[src/rtl/core/rmt_pkg.sv]
// ----------------------------------------------------------------------------
// rmt_pkg: shared types and constants of the ring mesh tessellator
// Widths, the CORDIC arctangent table and the pipeline payload structs.
// ----------------------------------------------------------------------------
package rmt_pkg;

  localparam int MaxSegments = 1024;
  localparam int PhaseBits   = 16;
  localparam int IdxW        = 10;
  localparam int CntW        = 11;
  localparam int NumW        = IdxW + PhaseBits;   // dividend width
  localparam int CordicSteps = 30;
  localparam int StepsPerStg = 3;
  localparam int CordicStg   = CordicSteps / StepsPerStg;
  localparam logic signed [33:0] CordicGain = 34'sd652032874;

  localparam logic [2:0] RegCenterX = 3'd0;
  localparam logic [2:0] RegCenterY = 3'd1;
  localparam logic [2:0] RegOuterR  = 3'd2;
  localparam logic [2:0] RegInnerR  = 3'd3;
  localparam logic [2:0] RegSegCnt  = 3'd4;
  localparam logic [2:0] RegColor   = 3'd5;

  function automatic logic signed [33:0] atan_turn(input int k);
    logic signed [33:0] t;
    unique case (k)
      0: t = 34'sd536870912;  1: t = 34'sd316933406;  2: t = 34'sd167458907;
      3: t = 34'sd85004756;   4: t = 34'sd42667331;   5: t = 34'sd21354465;
      6: t = 34'sd10679838;   7: t = 34'sd5340245;    8: t = 34'sd2670163;
      9: t = 34'sd1335087;   10: t = 34'sd667544;    11: t = 34'sd333772;
      12: t = 34'sd166886;   13: t = 34'sd83443;     14: t = 34'sd41722;
      15: t = 34'sd20861;    16: t = 34'sd10430;     17: t = 34'sd5215;
      18: t = 34'sd2608;     19: t = 34'sd1304;      20: t = 34'sd652;
      21: t = 34'sd326;      22: t = 34'sd163;       23: t = 34'sd81;
      24: t = 34'sd41;       25: t = 34'sd20;        26: t = 34'sd10;
      27: t = 34'sd5;        28: t = 34'sd3;         29: t = 34'sd1;
      default: t = '0;
    endcase
    return t;
  endfunction

  // Side data that rides along with the arithmetic.
  typedef struct packed {
    logic            invalid;
    logic [CntW-1:0] a0;
    logic [CntW-1:0] a1;
    logic [CntW-1:0] a2;
    logic [CntW-1:0] b1;
  } side_t;

  typedef struct packed {
    logic signed [31:0] outer_x;
    logic signed [31:0] outer_y;
    logic signed [31:0] inner_x;
    logic signed [31:0] inner_y;
    logic [23:0]        color_out;
    logic [CntW-1:0]    tri_a0;
    logic [CntW-1:0]    tri_a1;
    logic [CntW-1:0]    tri_a2;
    logic [CntW-1:0]    tri_b0;
    logic [CntW-1:0]    tri_b1;
    logic [CntW-1:0]    tri_b2;
    logic               index_invalid;
  } result_t;

endpackage

[src/rtl/core/rmt_div.sv]
// ----------------------------------------------------------------------------
// rmt_div: pipelined restoring divider
// Computes floor((i << PhaseBits) / n), one quotient bit per stage.
// ----------------------------------------------------------------------------
module rmt_div (
  input  logic                     clk,
  input  logic                     rst,
  input  logic                     adv,
  input  logic                     in_valid,
  input  logic [rmt_pkg::IdxW-1:0] in_idx,
  input  logic [rmt_pkg::CntW-1:0] in_n,
  input  rmt_pkg::side_t           in_side,
  output logic                     out_valid,
  output logic [rmt_pkg::PhaseBits-1:0] out_phase,
  output rmt_pkg::side_t           out_side
);
  import rmt_pkg::*;

  // Quotient bits above PhaseBits are zero since i < n; only the low
  // PhaseBits quotient bits are produced, starting from remainder i < n.
  // An index at or above n gives a quotient that is never used.
  localparam int S = PhaseBits;

  logic [S:0]          vld;
  logic [CntW:0]       rem [S+1];
  logic [S-1:0]        quo [S+1];
  logic [CntW-1:0]     den [S+1];
  side_t               sd  [S+1];

  assign vld[0] = in_valid;
  assign rem[0] = {2'b00, in_idx};
  assign quo[0] = '0;
  assign den[0] = in_n;
  assign sd[0]  = in_side;

  for (genvar s = 0; s < S; s++) begin : g_stage
    logic [CntW:0] sh;
    logic [CntW:0] df;
    assign sh = {rem[s][CntW-1:0], 1'b0};
    assign df = sh - {1'b0, den[s]};
    always_ff @(posedge clk) begin
      if (rst) begin
        vld[s+1] <= 1'b0;
      end else if (adv) begin
        vld[s+1] <= vld[s];
      end
    end
    always_ff @(posedge clk) begin
      if (adv) begin
        rem[s+1] <= (sh >= {1'b0, den[s]}) ? df : sh;
        quo[s+1] <= {quo[s][S-2:0], sh >= {1'b0, den[s]}};
        den[s+1] <= den[s];
        sd[s+1]  <= sd[s];
      end
    end
  end

  assign out_valid = vld[S];
  assign out_phase = quo[S];
  assign out_side  = sd[S];
endmodule

[config.mk]
export PLATFORM = sky130hd
export DESIGN_NAME = rmt_div
export DESIGN_NICKNAME = d
export VERILOG_FILES = /design/src/rtl/core/rmt_pkg.sv /design/src/rtl/core/rmt_div.sv
export SDC_FILE = /design/constraint.sdc
export NUM_CORES = 1
export LEC_CHECK = 0
export CORE_UTILIZATION = 35
export CTS_CLUSTER_SIZE = 25
export DETAILED_ROUTE_END_ITERATION = 10
export DONT_BUFFER_PORTS = 1
export SLEW_MARGIN = 20
export SYNTH_ARGS = -nofsm -noshare
export SYNTH_HDL_FRONTEND = slang
export SYNTH_SLANG_ARGS = --single-unit
[constraint.sdc]
create_clock -name clk -period 2.9 [get_ports clk]
set_input_delay 0.29 -clock clk [delete_from_list [all_inputs] [get_ports clk]]
set_output_delay 0.29 -clock clk [all_outputs]
set_load 0.1 [all_outputs]
# Word-level counts from Yosys, hierarchy flattened
# Cells that the tools add are included.
# word_totals
regBits,1202
input_bits,70
elab_cells,203
# classes
add_sub_neg,15
n_lt_le_gt_ge,16
n_mux,15
# ops
op,n
$ge 12x11->1,15
$mux 11,15
$sub 11x11->11,15
$ge 11x11->1,1

# Logic depth before layout (Yosys ltp)
# Gate-level depths: netlist of run 1.
# logic_depth
word_depth,2
ltp_mapped,10
depth_no_buf,9

# Worst setup path after synthesis of run 1
# Ideal clock, no wire load.
# synth_timing
path_kind,register -> register
start,register den[44] (netlist name)
end,"register rem (netlist bit g_stage[13].sh[10]), data pin"
setup_time_ns,0.260
arrival_time_ns,2.147
setup_slack_ns,0.493
stages_incl_launch_ff,10
period_less_slack_ns,2.407
path_cell_list,edfxtp_1 inv_1 fa_1 o211ai_1 a21oi_1 o211ai_1 nand2_1 a211o_2 buf_6 mux2_4
# synth_between
elab_chain_len,2
word_cells_on_any_way,3
classes_between,add/sub: 1; order compare: 1; mux: 1
# synth_lines
element,line_no,text
"start, declared",rmt_div.sv:27,logic [CntW-1:0] den [S+1];
"start signal, assigned by index",rmt_div.sv:52,den[s+1] <= den[s];
$sub 11x11->11 / $ge 12x11->1 (equally long branches),"rmt_div.sv:40, rmt_div.sv:50",
$mux 11 (*),rmt_div.sv:50,"rem[s+1] <= (sh >= {1'b0, den[s]}) ? df : sh;"
"end signal, assigned by index",rmt_div.sv:50,
"end, declared",rmt_div.sv:25,logic [CntW:0] rem [S+1];
# Mark *: on every way between the ends. The rest lies on a longest branch, timed or not.
# A chain may end at the register's enable or synchronous reset.

# Worst setup path after layout of run 1
# layout_timing
start,register rem (netlist bit g_stage[2].sh[1])
end,"register rem (netlist bit g_stage[3].sh[7]), data pin"
# layout_between
elab_chain_len,2
word_cells_on_any_way,3
classes_between,add/sub: 1; order compare: 1; mux: 1
# layout_lines
element,line_no
$sub 11x11->11 / $ge 12x11->1 (equally long branches),"rmt_div.sv:40, rmt_div.sv:50"
$mux 11 (*),rmt_div.sv:50
# Marked as above.

==> results.toml, run 1 <==
[power_and_ir_drop]
power_switching_mw = 13.2
vdd_drop_max_v = 0.000413
swShare = 0.267
pwr-share-clk = 0.319
internal_power_mw = 36.2
pwr-share-seq = 0.472
power.leakage_nw = 19.3
combPwrFrac = 0.208
p_per_area_mw_per_mm2 = 930

[critical_path]
rr_endpoint = "g_stage[3].sh[7]"
ff2ff_path_depth = 7
crit_path_end_kind = "flop"
rrSetupSlack_ns = 0.19
r2r-start = "g_stage[2].sh[1]"
cp_top_family = "compound AO/OA/AOI/OAI gates"
cp_cell_sequence = "ha_1, ha_1, o21ai_0, a211oi_1, o21bai_1, a31oi_4, mux2_2"
worstPathArrival_ns = 3.20
cp_slowest_cell = "a31oi_4"
crit_path_max_incr_delay_ns = 0.43
cp_num_buf_inv = 0
startpoint = "g_stage[2].sh[1]"
path_common_cell = "ha_1"
crit_fanout = 12
crit_required_ns = 3.38
crit_type = "flop to flop"
start_kind = "flop"

[sta]
rsz0062_at_grt = "false"
slew_headroom = 0.268
finalHoldViolations = 0
fmax_mhz = 369
worst_slack_ns = 0.187
fin_tns_setup_ns = 0
maxSlewViolCount = 0
finalCriticalPeriod_ns = 2.71
finalSetupViolCount = 0
tightest_slew_ns = 1.10
finClkSkew_ns = 0.0183
period_share = 0.935

[clock_tree]
clock_sinks = 1202
cts_tree = "done"
clock_latency_ns = 0.75
post-cts-setup-buffers = 0
cts_buffers = 136
cts_root_buf = "clkbuf_16"
cts_resized = 0
clock_path_buffers = 3
htreeDepth = 4
clk_pin_slew_worst_paths_ns = 0.06

[final_layout]
fin_cells = 4622
area_growth_pct = 14.6
mostFrequentLayoutCells = "edfxtp_1, inv_1, ha_1"
drive_above_1_share = 0.122
layout_commonest_cell = "edfxtp_1"
diodes = 0
layout.nets = 3022

[floorplanning]
io_pins = 132
start_util = 0.352
die_height_um = 366
core_area_mm2 = 0.131
die_w_um = 366
rows = 133
die-area_mm2 = 0.134

[min_path]
min_path_type = "input port to flop"
hold-path-cell-count = 3
min_to = "g_stage[1].sh[9]"
min-delay-start = "in_idx[7]"

[synthesis]
synthCells = 2619
synth_top_area_frac = 0.769
synth-main-ff-cell = "edfxtp_1"
syn-num-nets = 2879
synth_edf_count = 1186
postSynth.asyncResetShare = 0
synth_area_mm2 = 0.0463
ys_ff_latch = 1202
synth_top_family_by_area = "compound AO/OA/AOI/OAI gates"
avgSynthCellArea_um2 = 17.7
synth-simple-area-share = 0.0279
synthAdderAreaFrac = 0.0537
synth_cell_types = 66
synth_compound_area_frac = 0.0545
yosys_warnings = 0
synthTopCellsByArea = "edfxtp_1, ha_1, mux2_2"
yosysTopAreaCell = "edfxtp_1"
synth_xor_area_frac = 0.0227
muxShareOfSynthArea = 0.0359
yosysSeqAreaShare = 0.776

[place]
pre_cts_ws_ns = 0.116
place.gp.congestion = 0.788
place_hpwl_um = 37700
port_buffers = 0
placed_cells = 4309

[global_route]
grt_pass1_wl_um = 104000
grt_use_total = 0.0961
antenna_found_initial = 1
grt_max_degree = 224
grt_pass1_vias = 20900
grt_overflow = 0

[outcome]
status = "finished, final reports clean"

[route]
detail-route-antenna-nets = 0
vias_per_cell = 4.45
routed_wl_um = 64200
wl_per_cell_um = 13.9
drc = 0
drt-initial-drc-count = 1336
first_pass_iters = 7
num_vias = 20600

[run]
drv_cap = 0
[power by group through the flow]
stage	registers [mW]	clock network [mW]	logic, mW
after floorplan	22.9	0	8.70
after global placement	23.7	0	9.87
after detailed placement	23.7	0	10.1
after CTS	23.4	16.5	10.3
after global routing	23.5	17.1	11.5
final	23.3	15.8	10.3
[tightest hold or removal path, delay by kind of cell]
kind                     cells  cell delay, ns
XOR/XNOR                     1            0.14
adder cells (fa/ha/maj)      1            0.21
multiplexers                 1            0.14
[worst max path at each step]
stage | endpoint | depth (start not counted)
after global routing | g_stage[13].sh[7] | 8
after detailed placement | g_stage[1].sh[6] | 7
after global placement | g_stage[1].sh[3] | 7
after floorplan | g_stage[13].sh[10] | 9
final | g_stage[3].sh[7] | 7
after CTS | g_stage[6].sh[8] | 8
[logic make-up (layout without fill, tap and decap cells)]
group                      count (synthesis)  count (layout)
AOI/OAI and AO/OA                        390             390
xor gates and xnor gates                 120             120
buffers and inverters                    293             541
DFF                                     1202            1202
and+or+nand+nor                          277             277
adders and majority gates                190             190
muxes                                    147             147
[registers in the layout (all words and copies together), names as in the netlist]
signal / cells
den: 165
quo: 120
g_stage.sh: 165
out_side: 45
vld: 15
out_phase: 16
sd: 675
out_valid: 1
[final cells by class]
| type | count | area, µm² |
|---|---|---|
| Tap cell | 1755 | 2200 |
| Clock inverter | 73 | 568 |
| Inverter | 210 | 788 |
| Timing Repair Buffer | 88 | 1010 |
| Multi-Input combinational cell | 1124 | 9020 |
| Clock buffer | 170 | 3570 |
| Fill cell | 11800 | 78400 |
| Sequential cell | 1202 | 35900 |
[synth_stat cells (8+ instances only)]
| library cell | instances |
|---|---|
| inv_1 | 210 |
| o21ai_1 | 8 |
| and2_1 | 13 |
| fa_1 | 15 |
| nand2b_1 | 10 |
| a21oi_1 | 145 |
| a211oi_1 | 9 |
| a21o_1 | 33 |
| xnor2_1 | 66 |
| nand3_1 | 24 |
| nor3_1 | 18 |
| o211ai_1 | 9 |
| a211o_1 | 8 |
| ha_1 | 175 |
| xor2_1 | 54 |
| nand2_1 | 51 |
| o21ai_0 | 74 |
| o31a_1 | 8 |
| o21a_1 | 24 |
| o21bai_1 | 15 |
| edfxtp_1 | 1186 |
| dfxtp_1 | 16 |
| mux2i_1 | 17 |
| nor2_1 | 111 |
| nor2b_1 | 18 |
| mux2_2 | 121 |
| buf_2 | 9 |
| buf_4 | 65 |
| mux2_4 | 8 |
| nand4_1 | 12 |
[repair_timing]
| item | 4_1_cts | 5_1_grt |
|---|---|---|
| setup endpoints to repair | 0 | 0 |
| hold buffers | 69 | 0 |
| endpoints found under the hold margin | 180 | 0 |
[per-stage QoR]
stage,area (µm²),util,total power [mW],hold WS [ns]
after global routing,53100,0.404,52.2,0.0673
after global placement,48200,0.366,33.6,0.364
after floorplan,46300,-,31.6,0.389
after detailed placement,48200,0.367,33.8,0.365
after CTS,53100,0.404,50.2,0.0205
final,53100,0.404,49.4,0.123
[per-layer routing]
layer | GRT usage | vias to the layer above | wire length [µm]
li1 | - | 10200 | -
met1 | 0.108 | 9894 | 26900
met2 | 0.164 | 336 | 32200
met3 | 0.0288 | 177 | 2800
met4 | 0.0507 | 0 | 2350
met5 | 0 | - | 0
No activity file was read; power rests on OpenSTA's default activity.
==> inputs of run 2 (changes only) <==
- CELL_PAD_IN_SITES_DETAIL_PLACEMENT: default -> 1
- CELL_PAD_IN_SITES_GLOBAL_PLACEMENT: default -> 1
- PLACE_DENSITY_LB_ADDON: default -> 0.1
==> run 2 against run 1 <==
Compared with the run above: maximum frequency fell by 3.7%; setup slack got worse by 0.11 ns; hold slack lost 0.039 ns; first-iteration DRC count increased by 0.82%; highest routed layer is now met5.
==> results.toml, run 2 (synthesis gave the netlist of run 1 again) <==
[global_route]
grt_use_total = 0.114
grt_pass1_vias = 23100
grt_pass1_wl_um = 122000
grt_overflow = 0
antenna_found_initial = 3
grt_max_degree = 217

[sta]
period_share = 0.972
finalSetupViolCount = 0
rsz0062_at_grt = "false"
finalHoldViolations = 0
finalCriticalPeriod_ns = 2.82
finClkSkew_ns = 0.0342
maxSlewViolCount = 0
fmax_mhz = 355
tightest_slew_ns = 1.16
slew_headroom = 0.227
whs_ns = 0.0843

[route]
wl_per_cell_um = 16.3
routed_wl_um = 75700
drt-initial-drc-count = 1347
first_pass_iters = 4
detail-route-antenna-nets = 0
drc = 0
num_vias = 21200
vias_per_cell = 4.57

[final_layout]
drive_above_1_share = 0.130
area_growth_pct = 15.3
mostFrequentLayoutCells = "edfxtp_1, inv_1, ha_1"
final.fill_count = 12800
top_register = "sd"
layout.nets = 3035
layout_commonest_cell = "edfxtp_1"
post-route-util = 0.406
fin_cells = 4638
fin_area_mm2 = 0.0534
largest_reg_flops = 675

[power_and_ir_drop]
vdd_drop_max_v = 0.000490
p_total_mw = 50.8
power.leakage_nw = 19.4
p_per_area_mw_per_mm2 = 951

[critical_path]
crit_type = "flop to flop"
rrSetupSlack_ns = 0.08
crit_path_end_kind = "flop"
crit_fanout = 2
r2r-start = "den[56]"
worstPathArrival_ns = 3.29
start_kind = "flop"
crit_required_ns = 3.37
ff2ff_path_depth = 8
rr_endpoint = "g_stage[12].sh[10]"

[clock_tree]
cts_root_buf = "clkbuf_16"
clk_pin_slew_worst_paths_ns = 0.06
clock_path_buffers = 3
cts_tree = "done"
clock_sinks = 1202
clock_latency_ns = 0.73
htreeDepth = 4
cts_buffers = 137

[place]
place_hpwl_um = 46800
port_buffers = 0
postPlaceCellArea_mm2 = 0.0483
place.gp.congestion = 0.838
placed_cells = 4320

[floorplanning]
die-area_mm2 = 0.134
die_w_um = 366
die_height_um = 366
start_util = 0.352
core_area_mm2 = 0.131
io_pins = 132
rows = 133

[outcome]
status = "finished, final reports clean"

[min_path]
min_path_type = "input port to flop"
min-delay-start = "adv"
min_to = "sd[510]"
hold-path-cell-count = 1

[run]
drv_cap = 0
==> run 2: layer usage <==
metal	global-route usage	vias to the layer above	routed length, µm
met1	0.133	10600	32300
met2	0.196	275	38100
met5	0	-	13
li1	-	10200	-
met4	0.0481	2	2270
met3	0.0301	159	3070
==> run 2: how the worst max path moves through the flow <==
stage / startpoint / slack, ns / to / cells past startpoint
floorplan: den[44] / 0.49 / g_stage[13].sh[10] / 9
global placement: adv / -0.66 / sd[704] / 3
detailed placement: adv / -0.45 / sd[659] / 4
CTS: den[100] / 0.009 / g_stage[8].sh[7] / 9
global route: den[44] / 0.01 / g_stage[13].sh[3] / 8
finish: den[56] / 0.08 / g_stage[12].sh[10] / 8
==> run 2: what timing repair did <==
action / CTS / global route
buffers inserted: 0 / 1
hold endpoints to repair: 183 / 0
setup endpoints to repair: 8 / 39
hold buffers: 70 / 0
pin swaps: 0 / 1
cloned: 0 / 0
resized for setup: 1 / 6
==> run 2: layout make-up <==
type / instances / area, µm² / area share
inverters: 210 / 788 / 0.0148
diodes: 2 / 5.00 / 0.0000937
clock buffers: 178 / 3640 / 0.0682
multi-input cells: 1124 / 9060 / 0.170
clock inverters: 67 / 699 / 0.0131
repair buffers: 100 / 1080 / 0.0203
well taps: 1755 / 2200 / 0.0411
flip-flops and latches: 1202 / 35900 / 0.673
==> run 2: critical path: stages, from the launching register on <==
cell and delay, ns:
edfxtp_1 0.39, inv_1 0.13, ha_1 0.25, nor2b_1 0.16
o31a_1 0.27, o41ai_1 0.63, o221ai_1 0.28, xor2_1 0.19
mux2_2 0.27
==> run 2: metrics by stage <==
stage               TNS [ns]  setup WS, ns
finish                     0        0.0819
global route               0        0.0124
CTS                        0       0.00866
floorplan                  0         0.493
global placement     -140.61        -0.663
detailed placement    -95.24        -0.453
==> run 2: power breakdown <==
group          total [mW]  internal [mW]  switching (mW)
registers            23.4           22.1            1.32
logic                10.9           5.21            5.70
clock network        16.5           9.72            6.78
total                50.8           37.0            13.8
==> inputs of run 3 (changes only) <==
--- a/config.mk
+++ b/config.mk
@@ -9,8 +9,9 @@
 export CELL_PAD_IN_SITES_GLOBAL_PLACEMENT = 1
 export CORE_UTILIZATION = 35
-export CTS_CLUSTER_SIZE = 25
+export CTS_CLUSTER_SIZE = 40
 export DETAILED_ROUTE_END_ITERATION = 10
 export DONT_BUFFER_PORTS = 1
 export PLACE_DENSITY_LB_ADDON = 0.1
+export RECOVER_POWER = 50
 export SLEW_MARGIN = 20
 export SYNTH_ARGS = -nofsm -noshare
==> constraint.sdc (replaced) <==
create_clock -name clk -period 2.9 [get_ports clk]
set_input_delay 0.58 -clock clk [delete_from_list [all_inputs] [get_ports clk]]
set_output_delay 0.58 -clock clk [all_outputs]
set_load 0.1 [all_outputs]
==> run 3 against run 2 <==
Compared with the run above: the flow now finishes with violations (max-capacitance violations, max-slew violations); largest power group unchanged; hold slack better by 0.076 ns; cell count increased by 0.17%; utilization is essentially flat; critical path depth fell by 2; highest routed layer is now met4; combinational power hardly changed.
==> results.toml, run 3 (synthesis gave the netlist of run 1 again) <==
[critical_path]
crit_type = "flop to flop"
crit_fanout = 15
crit_end = "g_stage[15].sh[7]"
ff2ff_path_depth = 6
crit_path_end_kind = "flop"
crit_required_ns = 3.40
worstPathArrival_ns = 3.25
startpoint = "g_stage[14].sh[7]"
start_kind = "flop"
rr_endpoint = "g_stage[15].sh[7]"
r2r-start = "g_stage[14].sh[7]"
rrSetupSlack_ns = 0.14

[route]
wl_per_cell_um = 16.3
detail-route-antenna-nets = 0
num_vias = 21100
vias_per_cell = 4.55
first_pass_iters = 5
drc = 0
routed_wl_um = 75600
drt-initial-drc-count = 1200

[clock_tree]
clock_path_buffers = 3
clock_latency_ns = 0.75
cts_root_buf = "clkbuf_16"
cts_tree = "done"
htreeDepth = 4
cts_buffers = 138
clk_pin_slew_worst_paths_ns = 0.06
clock_sinks = 1202

[sta]
slew_headroom = -0.610
tightest_slew_ns = 2.42
finalSetupViolCount = 0
finalCriticalPeriod_ns = 2.76
period_share = 0.950
whs_ns = 0.161
finClkSkew_ns = 0.0345
rsz0062_at_grt = "false"
worst_slack_ns = 0.145
fmax_mhz = 363
fin_tns_setup_ns = 0
finalHoldViolations = 0
maxSlewViolCount = 101

[floorplanning]
die-area_mm2 = 0.134
start_util = 0.352
io_pins = 132
die_w_um = 366
die_height_um = 366
core_area_mm2 = 0.131
rows = 133

[global_route]
grt_overflow = 0
grt_use_total = 0.113
grt_pass1_wl_um = 121000
grt_pass1_vias = 22900
grt_max_degree = 217
antenna_found_initial = 1

[final_layout]
layout.nets = 3046
final.fill_count = 12800
area_growth_pct = 15.3
top_register = "sd"
layout_commonest_cell = "edfxtp_1"
largest_reg_flops = 675
drive_above_1_share = 0.129
mostFrequentLayoutCells = "edfxtp_1, inv_1, ha_1"
diodes = 0

[power_and_ir_drop]
power.leakage_nw = 19.4
p_total_mw = 50.8
p_per_area_mw_per_mm2 = 951
vdd_drop_max_v = 0.000692

[outcome]
status = "complete, but fails checks"
violations = "max-capacitance violations, max-slew violations"

[min_path]
min_path_type = "input port to flop"

[run]
drv_cap = 1

[place]
place_hpwl_um = 47000
pre_cts_ws_ns = -0.304
port_buffers = 0
place.gp.congestion = 0.805
## run 3: cell types whose count changed in the layout (fill, tap and decap cells not counted), sizes merged
cell         change
buf             +10
bufinv           -1
clkbuf           +5
clkinv          -10
clkinvlp         +4
diode            -2
dlygate4sd3      -2
inv              +4
## run 3: layout make-up
type	count	area, µm²	share of cell area
inverters	210	788	0.0148
flip-flops and latches	1202	35900	0.673
clock buffers	181	3670	0.0686
clock inverters	64	641	0.0120
repair buffers	110	1130	0.0211
multi-input cells	1124	9070	0.170
well taps	1755	2200	0.0411
## run 3: repair_timing
item | 4_1_cts | 5_1_grt
endpoints found under the setup margin | 1 | 57
resized for setup | 1 | 8
hold buffers | 68 | 0
setup buffers | 0 | 0
endpoints found under the hold margin | 182 | 0
gates cloned | 0 | 0
pin swaps | 0 | 1
## run 3: worst max-delay path, stage by stage (launching register included)
cell	delay, ns
edfxtp_1	0.39
ha_1	0.45
nand4_1	0.18
a211oi_1	0.41
o21bai_1	0.19
a31oi_4	0.47
mux2_2	0.40
## run 3: worst min path at each step
stage	to	cells after the start	start
5_1_grt	g_stage[1].sh[10]	2	in_idx[8]
6_report	g_stage[1].sh[10]	2	in_idx[8]
3_3_place_gp	sd[327]	0	sd[372]
4_1_cts	g_stage[1].sh[10]	2	in_idx[8]
3_5_place_dp	out_side[33]	0	sd[78]
2_1_floorplan	out_phase[10]	0	quo[25]
## run 3: routing by layer
layer  GRT usage  wire length [µm]
met1       0.138             33600
met4      0.0417              1780
met2       0.189             37000
met5           0                 0
met3      0.0321              3190
## run 3: metrics by stage
step	utilization	cell area [µm²]	instances
2_1_floorplan	-	46300	2619
3_3_place_gp	0.368	48300	4331
3_5_place_dp	0.368	48400	4333
4_1_cts	0.406	53400	4646
5_1_grt	0.406	53400	4646
6_report	0.406	53400	4646
## run 3: power breakdown
part           total, mW  leakage [nW]  switching (mW)  internal (mW)
registers           23.3          11.7            1.26           22.1
logic               11.1          5.62            5.80           5.26
clock network       16.4          2.06            6.78           9.67
